===== config.mk =====
export PLATFORM = sky130hd
export DESIGN_NAME = tleb_lane
export DESIGN_NICKNAME = d
export VERILOG_FILES = /design/src/hw/rtl/tleb_pkg.sv /design/src/hw/rtl/tleb_lane.sv
export SDC_FILE = /design/constraint.sdc
export NUM_CORES = 2
export LEC_CHECK = 0
export ABC_AREA = 0
export BUFFER_PORTS_ARGS = -buffer_cell sky130_fd_sc_hd__clkbuf_2
export CELL_PAD_IN_SITES_DETAIL_PLACEMENT = 0
export CELL_PAD_IN_SITES_GLOBAL_PLACEMENT = 1
export CORE_ASPECT_RATIO = 0.7
export CORE_MARGIN = 4
export CORE_UTILIZATION = 37
export CTS_BUF_LIST = sky130_fd_sc_hd__clkbuf_4
export CTS_CLUSTER_DIAMETER = 50
export CTS_CLUSTER_SIZE = 14
export DETAILED_ROUTE_END_ITERATION = 8
export GPL_ROUTABILITY_DRIVEN = 0
export GPL_TIMING_DRIVEN = 0
export PLACE_DENSITY = 0.71
export RECOVER_POWER = 100
export SYNTH_ARGS = -nofsm -noshare
export SYNTH_HDL_FRONTEND = slang
export SYNTH_SLANG_ARGS = --single-unit

===== constraint.sdc =====
create_clock -name clk -period 20.9 [get_ports clk]
set_input_delay 1.045 -clock clk [delete_from_list [all_inputs] [get_ports clk]]
set_output_delay 1.045 -clock clk [all_outputs]
set_load 0.01 [all_outputs]

===== src/hw/rtl/tleb_pkg.sv =====
package tleb_pkg;

  localparam int COORD_BITS = 16;
  localparam int SQ_BITS    = 2 * COORD_BITS;
  localparam int LEN_BITS   = SQ_BITS + 2;
  localparam int N_VTX      = 4;
  localparam int N_EDGES    = 6;
  localparam int ITEM_BEATS = 8;
  localparam int BEAT_BITS  = $clog2(ITEM_BEATS);

  typedef logic signed [COORD_BITS-1:0] coord_t;
  typedef logic [SQ_BITS-1:0]           sq_t;
  typedef logic [LEN_BITS-1:0]          len_t;
  typedef logic [1:0]                   vidx_t;
  typedef logic [2:0]                   edge_idx_t;
  typedef logic [BEAT_BITS-1:0]         beat_t;

  typedef struct packed {
    coord_t x;
    coord_t y;
    coord_t z;
  } vtx_t;

  typedef struct packed {
    coord_t v0_x;
    coord_t v0_y;
    coord_t v0_z;
    coord_t v1_x;
    coord_t v1_y;
    coord_t v1_z;
    coord_t v2_x;
    coord_t v2_y;
    coord_t v2_z;
    coord_t v3_x;
    coord_t v3_y;
    coord_t v3_z;
  } tleb_in_t;

  typedef struct packed {
    coord_t     out_x;
    coord_t     out_y;
    coord_t     out_z;
    logic       piece;
    logic [1:0] corner;
    logic       last;
  } tleb_out_t;

  // Winner of the edge scan; found is low when every edge has zero length.
  typedef struct packed {
    logic      found;
    edge_idx_t idx;
  } pick_t;

  localparam logic [1:0] CORNER_N0  = 2'd0;
  localparam logic [1:0] CORNER_E   = 2'd1;
  localparam logic [1:0] CORNER_N1  = 2'd2;
  localparam logic [1:0] CORNER_MID = 2'd3;

  // Edges in scan order 03, 02, 01, 13, 12, 23.
  localparam vidx_t EDGE_E0 [N_EDGES] = '{2'd3, 2'd2, 2'd1, 2'd3, 2'd2, 2'd3};
  localparam vidx_t EDGE_E1 [N_EDGES] = '{2'd0, 2'd0, 2'd0, 2'd1, 2'd1, 2'd2};
  localparam vidx_t EDGE_N0 [N_EDGES] = '{2'd2, 2'd3, 2'd3, 2'd2, 2'd3, 2'd1};
  localparam vidx_t EDGE_N1 [N_EDGES] = '{2'd1, 2'd1, 2'd2, 2'd0, 2'd0, 2'd0};

endpackage


===== src/hw/rtl/tleb_lane.sv =====
module tleb_lane
  import tleb_pkg::*;
(
  input  logic clk,
  input  vtx_t vtx_a,
  input  vtx_t vtx_b,
  output len_t len
);

  logic signed [COORD_BITS:0]     dx, dy, dz;
  logic signed [2*COORD_BITS+1:0] px, py, pz;
  sq_t  sqx_r, sqy_r, sqz_r;
  len_t len_r;

  always_comb begin
    dx = {vtx_a.x[COORD_BITS-1], vtx_a.x} - {vtx_b.x[COORD_BITS-1], vtx_b.x};
    dy = {vtx_a.y[COORD_BITS-1], vtx_a.y} - {vtx_b.y[COORD_BITS-1], vtx_b.y};
    dz = {vtx_a.z[COORD_BITS-1], vtx_a.z} - {vtx_b.z[COORD_BITS-1], vtx_b.z};
    px = dx * dx;
    py = dy * dy;
    pz = dz * dz;
  end

  // A square of a difference is below 2**SQ_BITS, so the top bits drop.
  always_ff @(posedge clk) begin
    sqx_r <= px[SQ_BITS-1:0];
    sqy_r <= py[SQ_BITS-1:0];
    sqz_r <= pz[SQ_BITS-1:0];
    len_r <= LEN_BITS'(sqx_r) + LEN_BITS'(sqy_r) + LEN_BITS'(sqz_r);
  end

  assign len = len_r;

endmodule


==> results.py <==
metrics = {
    "synthesis": {
        "synthCells": 3736,
        "synth.largest_area_cell": "fa_1",
        "async_flop_share_pct": 0,
        "synth-seq-cells": 127,
        "synth_edf_count": 0,
        "ys_types": 70,
        "synthTopCellsByArea": "fa_1 47%, ha_1 11%, inv_1 11%",
        "synth_area_um2": 34300,
        "yosys_warnings": 0,
        "yosysSeqAreaShare_pct": 7.40,
        "syn_avg_cell_area_um2": 9.19,
        "synth_flop_cell": "dfxtp_1",
        "synth_top_cell_area_share_pct": 47.0,
    },
    "layout": {
        "mostFrequentLayoutCells": "1047 x inv_1, 806 x fa_1, 358 x nor2_1, 315 x ha_1, 272 x nand2_1",
        "fillerInstances": 9374,
        "area_growth_pct": 7.15,
        "multi_input_area_um2": 27600,
        "final_util_pct": 40.0,
        "final_common_cell": "inv_1",
        "layout.nets": 5106,
        "seq_area_um2": 2540,
        "final_layout_size_suffix_gt1_share_pct": 4.00,
    },
    "clock_network": {
        "cts.clk_slew.worst_paths_ns": 0.14,
        "ctsRootBufferMaster": "clkbuf_4",
        "post_cts_resized": 0,
        "postCtsHoldBufs": 0,
        "clock_latency_ns": 0.59,
        "cts_tree": "built",
        "cts_max_level": 4,
        "cts_buffer_depth": 2,
        "cts_buffers": 17,
        "clock-sinks": 127,
        "postCtsSetupRepairBufs": 0,
    },
    "grt": {
        "antenna_found_initial": 3,
        "grtUsageTotal_pct": 18.2,
        "overflow": 0,
        "grt_first_pass_wirelength_mm": 141,
        "first_global_vias": 25600,
        "grt_start_max_net_pins": 17,
    },
    "sta": {
        "worstMarginPinSlew_ns": 1.41,
        "rsz0062_at_grt": "false",
        "slew_headroom_pct": 5.56,
        "worst_slack_ns": 11.04,
        "tns_ns": 0,
        "setup_viol": 0,
        "drv_slew": 0,
        "period_needed_ns": 9.86,
        "period_share_pct": 47.2,
        "hold_viol_final": 0,
        "finalClockSkew_ns": 0.0253,
        "fmax_ghz": 0.101,
    },
    "setup_path": {
        "cp.required_ns": 21.34,
        "cpMaxStageDelayCell": "xor2_1",
        "endpoint_kind": "register",
        "worstSetupStartpointType": "input pin",
        "slowest_delay_ns": 0.92,
        "crit_fanout": 10,
        "arrival_ns": 10.30,
        "worstSetupPathType": "in2reg",
    },
    "detailed_routing": {
        "drtPass1Iterations": 5,
        "drcViolationCount": 0,
        "vias": 24000,
        "drt-initial-drc-count": 1594,
        "wl_mm": 84.5,
        "routedWlPerCell_um": 16.5,
        "avgViaCountPerCell": 4.68,
        "postRouteAntennaNets": 0,
    },
    "placed_design": {
        "dpl_worst_slack_ns": 10.41,
        "dpl.hpwl_mm": 74.6,
        "io_buffers": 130,
    },
    "floorplanning": {
        "rows": 93,
        "dieArea_um2": 97800,
        "core_region_area_um2": 92000,
        "io_pins": 131,
        "die_h_um": 263,
        "die_x_um": 372,
        "start_util_pct": 37.3,
    },
    "status": {
        "status": "complete, no violations",
    },
    "run": {
        "maxCapViolations": 0,
    },
    "min_path": {
        "min_path_type": "reg2reg",
    },
}
-- synthesized netlist by cell type, types with 4 or more instances --
library cell,n
ha_1,315
and3_1,12
a31oi_1,12
nor2b_1,20
xor2_1,55
nor3_1,22
o2111ai_1,6
nand2_1,272
nand3_1,17
nor3b_1,5
a31o_2,5
inv_1,1046
or3_1,11
a211o_1,4
o211ai_1,11
nand4_1,6
clkbuf_1,69
a21boi_0,4
mux2i_1,5
nand2b_1,29
a21oi_1,118
nor2_1,358
clkinv_1,4
inv_2,7
o31ai_1,8
or2_2,7
a211oi_1,11
a21o_1,50
o21bai_1,18
o21ai_0,69
nor4_1,4
dfxtp_1,127
fa_1,806
o21a_1,30
o31a_1,8
xnor2_1,128
and2_1,7
-- final timing paths --
check | startpoint | to | slack [ns] | depth (start not counted)
max reg2reg | sqz_r[6] | len[32] | 16.58 | 11
max | vtx_a[32] | sqx_r[30] | 11.04 | 35
min | sqx_r[0] | len[1] | 0.63 | 3
min reg2reg | sqx_r[0] | len[1] | 0.63 | 3
-- through the flow --
step / cell area (um2) / hold WS [ns] / instances
3_5_place_dp: 36500 / 0.603 / 5103
6_report: 36800 / 0.626 / 5138
5_1_grt: 36800 / 0.670 / 5137
4_1_cts: 36800 / 0.622 / 5135
2_1_floorplan: 34300 / 0.549 / 3738
3_3_place_gp: 36500 / 0.599 / 5103
-- cells by family after synthesis --
kind of cell	Yosys count	synth area share, %
multiplexers	5	0.146
AO/OA/AOI/OAI	392	7.47
flip-flops	127	7.40
XOR/XNOR	183	4.67
adder cells (fa/ha/maj)	1121	58.5
buffers and inverters	1131	12.4
other	1	0.0109
AND/OR/NAND/NOR	776	9.46
-- routing by layer --
metal  part of all wire [%]  global-route usage [%]  vias up
li1                       -                       -    11400
met1                     52                    30.1    11900
met2                     40                    25.3      651
met3                    7.1                    3.28       45
met4                   0.63                    1.49        0
met5                      0                       0        -
-- worst max-delay path, delay by kind of cell --
family	cells	cell delay, ns
buffers and inverters	10	1.13
and+or+nand+nor	7	0.94
AOI/OAI and AO/OA	7	2.06
adders and majority gates	9	3.80
xor gates and xnor gates	2	1.27
-- sequential cells by signal (all words and copies together) (netlist names) --
register / flops
len: 34
sqx_r: 31
sqy_r: 31
sqz_r: 31
-- cell type report --
cell class                      instances  area share [%]
Multi-Input combinational cell       2480            74.9
Inverter                             1058            10.8
Tap cell                             1235            4.20
Antenna cell                            2          0.0136
Timing Repair Buffer                  131            1.66
Buffer                                 73           0.751
Sequential cell                       127            6.91
Clock inverter                         15           0.418
Clock buffer                           17           0.347
Power is not shown: default switching activity piles up to over one toggle a cycle in this logic, so the estimate is an artifact.
