==> config.mk <==
export PLATFORM = sky130hd
export DESIGN_NAME = tleb_merge
export DESIGN_NICKNAME = d
export VERILOG_FILES = /design/src/hw/rtl/tleb_pkg.sv /design/src/hw/rtl/tleb_merge.sv
export SDC_FILE = /design/constraint.sdc
export NUM_CORES = 1
export LEC_CHECK = 0
export BUFFER_PORTS_ARGS = -buffer_cell sky130_fd_sc_hd__buf_2
export CAP_MARGIN = 10
export CELL_PAD_IN_SITES_DETAIL_PLACEMENT = 0
export CELL_PAD_IN_SITES_GLOBAL_PLACEMENT = 1
export CORE_ASPECT_RATIO = 2
export CORE_MARGIN = 10
export CORE_UTILIZATION = 45
export CTS_BUF_LIST = sky130_fd_sc_hd__clkbuf_4 sky130_fd_sc_hd__clkbuf_8 sky130_fd_sc_hd__clkbuf_16
export DETAILED_ROUTE_END_ITERATION = 12
export PLACE_DENSITY_LB_ADDON = 0.1
export SYNTH_ARGS = -nofsm -noshare
export SYNTH_HDL_FRONTEND = slang
export SYNTH_SLANG_ARGS = --single-unit
==> constraint.sdc <==
create_clock -name clk -period 7 [get_ports clk]
set_clock_uncertainty 0.1 [all_clocks]
set_input_delay 0.35 -clock clk [delete_from_list [all_inputs] [get_ports clk]]
set_output_delay 0.35 -clock clk [all_outputs]
set_load 0.005 [all_outputs]
==> src/hw/rtl/tleb_pkg.sv <==
package tleb_pkg;

  localparam int COORD_BITS = 16;
  localparam int SQ_BITS    = 2 * COORD_BITS;
  localparam int LEN_BITS   = SQ_BITS + 2;
  localparam int N_VTX      = 4;
  localparam int N_EDGES    = 6;
  localparam int ITEM_BEATS = 8;
  localparam int BEAT_BITS  = $clog2(ITEM_BEATS);

  typedef logic signed [COORD_BITS-1:0] coord_t;
  typedef logic [SQ_BITS-1:0]           sq_t;
  typedef logic [LEN_BITS-1:0]          len_t;
  typedef logic [1:0]                   vidx_t;
  typedef logic [2:0]                   edge_idx_t;
  typedef logic [BEAT_BITS-1:0]         beat_t;

  typedef struct packed {
    coord_t x;
    coord_t y;
    coord_t z;
  } vtx_t;

  typedef struct packed {
    coord_t v0_x;
    coord_t v0_y;
    coord_t v0_z;
    coord_t v1_x;
    coord_t v1_y;
    coord_t v1_z;
    coord_t v2_x;
    coord_t v2_y;
    coord_t v2_z;
    coord_t v3_x;
    coord_t v3_y;
    coord_t v3_z;
  } tleb_in_t;

  typedef struct packed {
    coord_t     out_x;
    coord_t     out_y;
    coord_t     out_z;
    logic       piece;
    logic [1:0] corner;
    logic       last;
  } tleb_out_t;

  // Winner of the edge scan; found is low when every edge has zero length.
  typedef struct packed {
    logic      found;
    edge_idx_t idx;
  } pick_t;

  localparam logic [1:0] CORNER_N0  = 2'd0;
  localparam logic [1:0] CORNER_E   = 2'd1;
  localparam logic [1:0] CORNER_N1  = 2'd2;
  localparam logic [1:0] CORNER_MID = 2'd3;

  // Edges in scan order 03, 02, 01, 13, 12, 23.
  localparam vidx_t EDGE_E0 [N_EDGES] = '{2'd3, 2'd2, 2'd1, 2'd3, 2'd2, 2'd3};
  localparam vidx_t EDGE_E1 [N_EDGES] = '{2'd0, 2'd0, 2'd0, 2'd1, 2'd1, 2'd2};
  localparam vidx_t EDGE_N0 [N_EDGES] = '{2'd2, 2'd3, 2'd3, 2'd2, 2'd3, 2'd1};
  localparam vidx_t EDGE_N1 [N_EDGES] = '{2'd1, 2'd1, 2'd2, 2'd0, 2'd0, 2'd0};

endpackage

==> src/hw/rtl/tleb_merge.sv <==
module tleb_merge
  import tleb_pkg::*;
(
  input  logic  clk,
  input  len_t  len [N_EDGES],
  output pick_t pick
);

  len_t      a_len_r [N_EDGES/2];
  edge_idx_t a_idx_r [N_EDGES/2];
  len_t      b_len, f_len;
  edge_idx_t b_idx, f_idx;
  pick_t     pick_r;

  // Later edge wins only when strictly longer, so ties keep scan order.
  always_ff @(posedge clk) begin
    for (int j = 0; j < N_EDGES/2; j++) begin
      if (len[2*j+1] > len[2*j]) begin
        a_len_r[j] <= len[2*j+1];
        a_idx_r[j] <= edge_idx_t'(2*j+1);
      end else begin
        a_len_r[j] <= len[2*j];
        a_idx_r[j] <= edge_idx_t'(2*j);
      end
    end
  end

  always_comb begin
    if (a_len_r[1] > a_len_r[0]) begin
      b_len = a_len_r[1];
      b_idx = a_idx_r[1];
    end else begin
      b_len = a_len_r[0];
      b_idx = a_idx_r[0];
    end
    if (a_len_r[2] > b_len) begin
      f_len = a_len_r[2];
      f_idx = a_idx_r[2];
    end else begin
      f_len = b_len;
      f_idx = b_idx;
    end
  end

  always_ff @(posedge clk) begin
    pick_r.found <= (f_len != '0);
    pick_r.idx   <= f_idx;
  end

  assign pick = pick_r;

endmodule

==> impl_metrics.csv <==
group,metric,value,unit
status,status,"completed",
setup_path,critPathRequiredTime,7.15,ns
detailed_routing,routed_wl,24130,um
layout,area_growth,18.00,%
setup_path,critPathMaxFanout,21,
synthesis,synth_cells,863,
floorplanning,row_count,70,
pwr,vdd_ir_drop_max,0.0001086,V
place,hpwl,21440,um
pwr,p_leak,0.005440,uW
sta,fin_tns_setup,0,ns
synthesis,synth.cell_area,8413,um^2
floorplanning,initial_core_util,0.4596,
global_routing,grt_pass1_wl,37270,um
detailed_routing,viasPerCell,5.319,
global_routing,antenna_found_initial,0,
synthesis,synth_nets,1238,
global_routing,grt_overflow,0,
sta,hold_slack,0.1184,ns
setup_path,crit_type,"flop to flop",
clock_network,ctsHoldBuffers,0,
sta,rsz0062_at_grt,"false",
detailed_routing,drt_pass1_iterations,4,
clock_network,cts_made_buffers,9,
layout,ff_latch_area,2182,um^2
clock_network,htreeDepth,3,
floorplanning,io_pins,209,
clock_network,numClockSinks,109,
synthesis,syn_area_per_cell,9.749,um^2
layout,drive_above_1_share,0.3073,
clock_network,cts_setup_buffers,0,
clock_network,clockBufferDepth,2,
place,routabilityCongestion,0.9051,
setup_path,cp-start-kind,"flop",
detailed_routing,num_vias,6878,
sta,post-route-period-util,0.7245,
synthesis,yosysSeqAreaShare,0.2594,
detailed_routing,drt.antenna.violating_nets,0,
layout,diodes,0,
sta,fmax,197.2,MHz
clock_network,cts_tree,"yes",
synthesis,ys_warn_count,0,
synthesis,ys_ff_latch,109,
place,portBuffers,208,
floorplanning,coreArea,18310,um^2
sta,fin_crit,5.071,ns
layout,num-fill-cells,1803,
clock_network,postCtsResizedCells,0,
synthesis,synth.distinct_cells,41,
floorplanning,dieWidth,116.7,um
hold_path,hold_class,"input pin to flop",
place,dp_slack,2.070,ns
synthesis,synth-main-ff-cell,"dfxtp_1",
detailed_routing,drc,0,
layout,final_cell_mix,"buf_2 (208), ha_1 (170), inv_1 (142), dfxtp_1 (109), mux2_2 (64)",
floorplanning,die_h,213.4,um
detailed_routing,dr.first_iter.drc_count,216,
layout,layout_commonest_cell,"buf_2",
clock_network,clkTransAtPathRegs,0.07,ns
pwr,power_density,210.5,nW/um^2
global_routing,grt_usage,0.1930,
synthesis,synth_edf_count,0,
synthesis,async_flop_share,0,
setup_path,worst_ep_arrival_time,5.22,ns
sta,tightest_slew,0.7466,ns
setup_path,cp-end-kind,"flop",
sta,slew_violations,0,
floorplanning,dieArea,24900,um^2
global_routing,grt_max_degree,35,
layout,final_nets,1447,
detailed_routing,wl_per_cell,18.67,um
global_routing,grt_pass1_vias,7531,
sta,finalWorstSetupSlack,1.929,ns
sta,setup_viol_count_final,0,
flow_run,max-cap-violations,0,
layout,multiInputGateArea,5560,um^2
clock_network,clk_latency,0.36,ns
sta,hold_viol,0,
clock_network,cts_root_buffer,"clkbuf_16",
sta,slew_headroom,0.4977,
cell type report:
cell class / instances / share of cell area
timing repair buffer: 211 / 0.1071
multi-input combinational: 598 / 0.5601
clock inverter: 7 / 0.008949
clock buffer: 9 / 0.02269
sequential: 109 / 0.2198
tap: 216 / 0.02722
inverter: 143 / 0.05407
worst max-delay path: stages, from the launching register on:
cell,delay (ns)
dfxtp_1,0.36
inv_1,0.05
ha_1,0.30
nand4_1,0.16
nor4_1,0.50
nor4b_2,0.32
o21ai_0,0.13
o2111ai_1,0.13
nand2_2,0.37
buf_4,0.39
mux2i_1,0.17
ha_1,0.33
nand4_1,0.11
nor4_1,0.55
o21ai_0,0.21
and4_1,0.24
a21oi_2,0.28
nand4_1,0.12
o31a_1,0.12
final timing paths:
path / from / slack, ns / endpoint / cells after the start
worst min register to register: a_idx_r[2][0]$_DFF_P_ / 0.36 / pick[0]$_DFF_P_ / 2
worst min-delay path: len[133] / 0.12 / a_len_r[1][31]$_DFF_P_ / 2
worst max-delay path: a_len_r[0][16]$_DFF_P_ / 1.93 / pick[3]$_DFF_P_ / 18
worst max register to register: a_len_r[0][16]$_DFF_P_ / 1.93 / pick[3]$_DFF_P_ / 18
kinds of logic after synthesis:
family | share of synthesized area
simple gates | 0.09473
fa+ha+maj | 0.2528
flops | 0.2594
compound gates | 0.1196
mux | 0.1923
buf+inv | 0.08120
metrics by stage:
step / instance area, um^2 / instances / utilization / total power, uW
after global routing: 9927 / 1293 / 0.5423 / 2231
after detailed placement: 9613 / 1277 / 0.5252 / 1580
after CTS: 9927 / 1293 / 0.5423 / 2109
after global placement: 9613 / 1277 / 0.5252 / 1579
after floorplan: 8413 / 863 / - / 1332
final: 9927 / 1293 / 0.5423 / 2090
sequential cells by signal, summed over array words and instances, names as in the netlist:
signal / count
pick: 4
a_len_r: 102
a_idx_r: 3
routing by layer:
| metal | wire, um | global-route usage | vias to the layer above |
|---|---|---|---|
| li1 | - | - | 3531 |
| met2 | 13590 | 0.3824 | 161 |
| met5 | 0 | 0 | - |
| met4 | 750 | 0.07027 | 0 |
| met1 | 8726 | 0.1876 | 3151 |
| met3 | 1064 | 0.03526 | 35 |
power by group:
part | leakage (uW) | internal [uW] | switching, uW
Sequential | 0.000919 | 709 | 77.0
Clock | 0.000150 | 286 | 244
Combinational | 0.00437 | 383 | 392
Total | 0.00544 | 1380 | 712
synthesized netlist by cell type (20+ instances only):
library cell | instances | area (um^2)
nand4_1 | 39 | 244.0
mux2_2 | 64 | 720.7
a21oi_1 | 46 | 230.2
dfxtp_1 | 109 | 2182
mux2_4 | 29 | 435.4
nor4_1 | 24 | 150.1
mux2i_1 | 36 | 360.4
ha_1 | 170 | 2127
inv_1 | 142 | 533.0
a21o_1 | 52 | 390.4
o21ai_0 | 21 | 105.1
nand2_1 | 20 | 75.07
Note: power is estimated with default switching activity, not from simulation.
