## src/hw/rtl/tleb_pkg.sv

```systemverilog
package tleb_pkg;

  localparam int COORD_BITS = 16;
  localparam int SQ_BITS    = 2 * COORD_BITS;
  localparam int LEN_BITS   = SQ_BITS + 2;
  localparam int N_VTX      = 4;
  localparam int N_EDGES    = 6;
  localparam int ITEM_BEATS = 8;
  localparam int BEAT_BITS  = $clog2(ITEM_BEATS);

  typedef logic signed [COORD_BITS-1:0] coord_t;
  typedef logic [SQ_BITS-1:0]           sq_t;
  typedef logic [LEN_BITS-1:0]          len_t;
  typedef logic [1:0]                   vidx_t;
  typedef logic [2:0]                   edge_idx_t;
  typedef logic [BEAT_BITS-1:0]         beat_t;

  typedef struct packed {
    coord_t x;
    coord_t y;
    coord_t z;
  } vtx_t;

  typedef struct packed {
    coord_t v0_x;
    coord_t v0_y;
    coord_t v0_z;
    coord_t v1_x;
    coord_t v1_y;
    coord_t v1_z;
    coord_t v2_x;
    coord_t v2_y;
    coord_t v2_z;
    coord_t v3_x;
    coord_t v3_y;
    coord_t v3_z;
  } tleb_in_t;

  typedef struct packed {
    coord_t     out_x;
    coord_t     out_y;
    coord_t     out_z;
    logic       piece;
    logic [1:0] corner;
    logic       last;
  } tleb_out_t;

  // Winner of the edge scan; found is low when every edge has zero length.
  typedef struct packed {
    logic      found;
    edge_idx_t idx;
  } pick_t;

  localparam logic [1:0] CORNER_N0  = 2'd0;
  localparam logic [1:0] CORNER_E   = 2'd1;
  localparam logic [1:0] CORNER_N1  = 2'd2;
  localparam logic [1:0] CORNER_MID = 2'd3;

  // Edges in scan order 03, 02, 01, 13, 12, 23.
  localparam vidx_t EDGE_E0 [N_EDGES] = '{2'd3, 2'd2, 2'd1, 2'd3, 2'd2, 2'd3};
  localparam vidx_t EDGE_E1 [N_EDGES] = '{2'd0, 2'd0, 2'd0, 2'd1, 2'd1, 2'd2};
  localparam vidx_t EDGE_N0 [N_EDGES] = '{2'd2, 2'd3, 2'd3, 2'd2, 2'd3, 2'd1};
  localparam vidx_t EDGE_N1 [N_EDGES] = '{2'd1, 2'd1, 2'd2, 2'd0, 2'd0, 2'd0};

endpackage

```

## src/hw/rtl/tleb_seq.sv

```systemverilog
module tleb_seq
  import tleb_pkg::*;
(
  input  logic      clk,
  input  logic      rst_n,
  input  logic      load,
  input  pick_t     pick,
  input  vtx_t      vtx [N_VTX],
  output logic      strobe,
  output tleb_out_t data
);

  vidx_t e0, e1, n0, n1;
  vtx_t  mid;
  logic signed [COORD_BITS:0] sx, sy, sz;

  vtx_t  n0_r, e0_r, e1_r, n1_r, mid_r;
  vtx_t  sel;
  beat_t beat_r, beat_nxt;
  logic  act_r, act_nxt;
  logic  at_last;

  always_comb begin
    if (pick.found) begin
      e0 = EDGE_E0[pick.idx];
      e1 = EDGE_E1[pick.idx];
      n0 = EDGE_N0[pick.idx];
      n1 = EDGE_N1[pick.idx];
    end else begin
      e0 = '0;
      e1 = '0;
      n0 = '0;
      n1 = '0;
    end
    sx = {vtx[e0].x[COORD_BITS-1], vtx[e0].x} + {vtx[e1].x[COORD_BITS-1], vtx[e1].x};
    sy = {vtx[e0].y[COORD_BITS-1], vtx[e0].y} + {vtx[e1].y[COORD_BITS-1], vtx[e1].y};
    sz = {vtx[e0].z[COORD_BITS-1], vtx[e0].z} + {vtx[e1].z[COORD_BITS-1], vtx[e1].z};
    mid.x = sx[COORD_BITS:1];
    mid.y = sy[COORD_BITS:1];
    mid.z = sz[COORD_BITS:1];
  end

  always_ff @(posedge clk) begin
    if (load) begin
      n0_r  <= vtx[n0];
      e0_r  <= vtx[e0];
      e1_r  <= vtx[e1];
      n1_r  <= vtx[n1];
      mid_r <= mid;
    end
  end

  assign at_last = (beat_r == beat_t'(ITEM_BEATS-1));

  // A new load may land on the last beat of the previous run.
  always_comb begin
    act_nxt  = act_r;
    beat_nxt = beat_r;
    if (load) begin
      act_nxt  = 1'b1;
      beat_nxt = '0;
    end else if (act_r) begin
      beat_nxt = beat_r + beat_t'(1);
      if (at_last) act_nxt = 1'b0;
    end
  end

  always_ff @(posedge clk) begin
    if (!rst_n) begin
      act_r  <= 1'b0;
      beat_r <= '0;
    end else begin
      act_r  <= act_nxt;
      beat_r <= beat_nxt;
    end
  end

  always_comb begin
    case (beat_r[1:0])
      CORNER_N0:  sel = n0_r;
      CORNER_E:   sel = beat_r[BEAT_BITS-1] ? e1_r : e0_r;
      CORNER_N1:  sel = n1_r;
      CORNER_MID: sel = mid_r;
      default:    sel = mid_r;
    endcase
  end

  assign strobe      = act_r;
  assign data.out_x  = sel.x;
  assign data.out_y  = sel.y;
  assign data.out_z  = sel.z;
  assign data.piece  = beat_r[BEAT_BITS-1];
  assign data.corner = beat_r[1:0];
  assign data.last   = at_last;

endmodule
```

## config.mk

```make
export PLATFORM = sky130hd
export DESIGN_NAME = tleb_seq
export DESIGN_NICKNAME = d
export VERILOG_FILES = /design/src/hw/rtl/tleb_pkg.sv /design/src/hw/rtl/tleb_seq.sv
export SDC_FILE = /design/constraint.sdc
export NUM_CORES = 1
export LEC_CHECK = 0
export BUFFER_PORTS_ARGS = -buffer_cell sky130_fd_sc_hd__buf_2
export CAP_MARGIN = 20
export CORE_ASPECT_RATIO = 0.9
export CORE_UTILIZATION = 51
export CTS_CLUSTER_SIZE = 28
export DETAILED_ROUTE_END_ITERATION = 10
export GPL_TIMING_DRIVEN = 0
export PLACE_DENSITY = 0.76
export RECOVER_POWER = 100
export REMOVE_ABC_BUFFERS = 1
export SYNTH_ARGS = -nofsm -noshare
export SYNTH_HDL_FRONTEND = slang
export SYNTH_SLANG_ARGS = --single-unit
```

## constraint.sdc

```tcl
create_clock -name clk -period 3.9 [get_ports clk]
set_input_delay 0.39 -clock clk [delete_from_list [all_inputs] [get_ports clk]]
set_output_delay 0.39 -clock clk [all_outputs]
set_load 0.005 [all_outputs]
```

==> out/metrics.yaml <==
status: "finished with violations"
failed_checks: "capacitance limit, slew limit"
relSlewSlack_pct: -92.5
fin_skew_ns: 0.00124
syn_inst: 1318
clk-insertion-delay-late_ns: 0.53
hold_viol_final: 0
arrival_ns: 4.07
cts_root_buffer: "clkbuf_16"
die_x_um: 191
grt_pass1_wl_um: 70400
setup_violations: 0
hold_slack_ns: 0.0798
highest_layer: "met5"
maxCapViolations: 1
tightest_slew_ns: 2.89
power_mw: 7.95
cp_max_fo: 26
dr_wl_met3_um: 4200
initial_core_util_pct: 52.5
p_sw_mw: 2.26
internal_power_mw: 5.68
syn_area_um2: 16400
drv_slew: 115
wl_met1_um: 18600
synth_edf_count: 240
r2r_start: "beat_r[0]"
gr-total-overflow: 0
drtIter0Drc: 1132
die_h_um: 172
p_clk_share_pct: 30.2
synth_warnings: 0
synth_seq_area_share_pct: 44.3
post-place-ws_ns: -2.03
drive_gt1_share_pct: 33.7
timing.fmax_mhz: 265
syn_avg_cell_area_um2: 12.5
portBuffers: 251
fin_crit_sh_pct: 96.8
leakage_nw: 7.92
p_seq_share_pct: 43.6
sw_frac_of_total_pct: 28.5
vdd_drop_max_uv: 315
clkTransAtPathRegs_ns: 0.06
clockBufferDepth: 3
fin_area_um2: 19700
cts_tree: "built"
fp-row-count: 61
cp-start-kind: "input pin"
ant_nets: 0
dr.pass1.iters: 6
antenna_found_initial: 14
drc: 0
power_frac_comb_pct: 26.2
core-area_um2: 31300
path_class: "in -> reg"
power_density_nw_per_um2: 404
cts.sinks: 244
dr_wl_met2_um: 22400
final_common_cell: "buf_2"
grt_max_degree: 130
dp.cells: 1901
postCtsHoldBufs: 0
hp-class: "in -> reg"
synthFlopType: "edfxtp_1"
synthTopCellsByArea: "edfxtp_1 (44%), mux4_2 (13%), mux2i_1 (8.8%), ha_1 (4.0%), o21ai_0 (3.5%)"
setup_ws_ns: 0.125
wl_per_cell_um: 23.4
final_cell_mix: "buf_2 (245), edfxtp_1 (240), mux2i_1 (145), o21ai_0 (103), mux4_2 (93)"
vias: 12691
fin_nets: 1810
io_pins: 252
synth_top_area_cell: "edfxtp_1"
post_dp_cell_area_um2: 18400
rrSetupSlack_ns: 2.20
cts_buffers: 28
vias_per_cell: 6.36
async_flop_share_pct: 0
gr-usage-all-layers_pct: 28.0
drt-total-wl_um: 46700
place_congestion: 0.820
hpwl_um: 29800
area_growth_pct: 19.8
critPathRequiredTime_ns: 4.19
hp-start: "rst_n"
crit_path_start: "pick[3]"
synth-seq-cells: 244
min_period_ns: 3.77
grt_pass1_vias: 12821
synthDistinctLibCells: 64
end_kind: "flop"
synth_top_area_share_pct: 43.9
fp.dieArea_um2: 32900
instances_no_fill: 1995
cts.htree.levels: 1
[metrics by stage]
step / util [%] / setup TNS [ns]
global placement: 56.9 / -1454.56
finish: 62.9 / 0
global route: 62.8 / -0.0599
floorplan: - / -294.85
detailed placement: 58.8 / -42.72
CTS: 62.4 / 0
[flip-flops by register name, summed over array words and instances (netlist names)]
signal,cells
strobe,1
n1_r,48
e0_r,48
mid_r,48
e1_r,48
beat_r,3
n0_r,48
[power by group through the flow]
| stage | registers [mW] | logic, mW | clock network [mW] |
|---|---|---|---|
| 2_1_floorplan | 3.47 | 1.29 | 0 |
| 3_3_place_gp | 3.52 | 1.89 | 0 |
| 3_5_place_dp | 3.51 | 1.95 | 0 |
| 4_1_cts | 3.46 | 2.03 | 2.43 |
| 5_1_grt | 3.50 | 2.27 | 2.52 |
| 6_report | 3.47 | 2.08 | 2.40 |
[logic make-up (layout without fill, tap and decap cells)]
group	Yosys count	after routing	synth area share [%]
muxes	288	288	25.0
AOI/OAI and AO/OA	314	314	13.6
other	0	11	0
adders and majority gates	56	56	4.40
xor gates and xnor gates	36	36	1.92
and+or+nand+nor	205	206	6.47
buffers and inverters	175	431	4.28
DFF	244	244	44.3
[synth_stat cells, types with 11 or more instances]
library cell,n
ha_1,53
edfxtp_1,240
a21o_1,14
o211ai_1,49
a21oi_1,32
nand2_1,75
xor2_1,11
mux4_2,93
buf_2,19
a222oi_1,48
buf_1,17
nand3b_1,50
mux2_2,50
inv_1,79
mux2i_1,145
clkbuf_1,56
nor2_1,31
xnor2_1,25
o21ai_0,115
[layout make-up]
type | instances | area (µm²)
clock inverters | 12 | 57.6
inverters | 79 | 300
multi-input cells | 900 | 8620
well taps | 409 | 512
clock buffers | 38 | 759
repair buffers | 302 | 2110
diodes | 11 | 27.5
fillers | 2387 | 11600
flip-flops and latches | 244 | 7290
[what timing repair did]
item                                    in CTS  in global routing
endpoints found under the setup margin      35                 11
pin swaps                                    5                  9
setup buffers                               17                 11
gates cloned                                 5                  0
resized for setup                           15                 23
[metal layers]
| metal | track usage [%] | up-vias |
|---|---|---|
| met1 | 35.8 | 6231 |
| li1 | - | 5732 |
| met5 | 0 | - |
| met4 | 9.28 | 16 |
| met2 | 47.1 | 607 |
| met3 | 6.07 | 105 |
[worst max-delay path, stage by stage]
cell,delay (ns)
buf_16,0.19
buf_16,0.21
a21boi_4,0.25
buf_12,0.19
o21a_4,0.22
buf_16,0.15
mux2i_1,0.09
o21ai_2,0.21
inv_1,0.08
fa_1,0.40
nor2b_1,0.12
o21ai_0,0.12
a21boi_1,0.28
o21ai_2,0.11
a21oi_2,0.17
o2111ai_2,0.17
a311oi_2,0.33
o21ai_1,0.10
a31o_2,0.25
[final timing paths]
path          endpoint  cells past startpoint
max          mid_r[47]                     19
min             strobe                      2
max reg2reg  beat_r[2]                      4
min reg2reg  beat_r[1]                      2
Power figures use the tool's default switching activity.
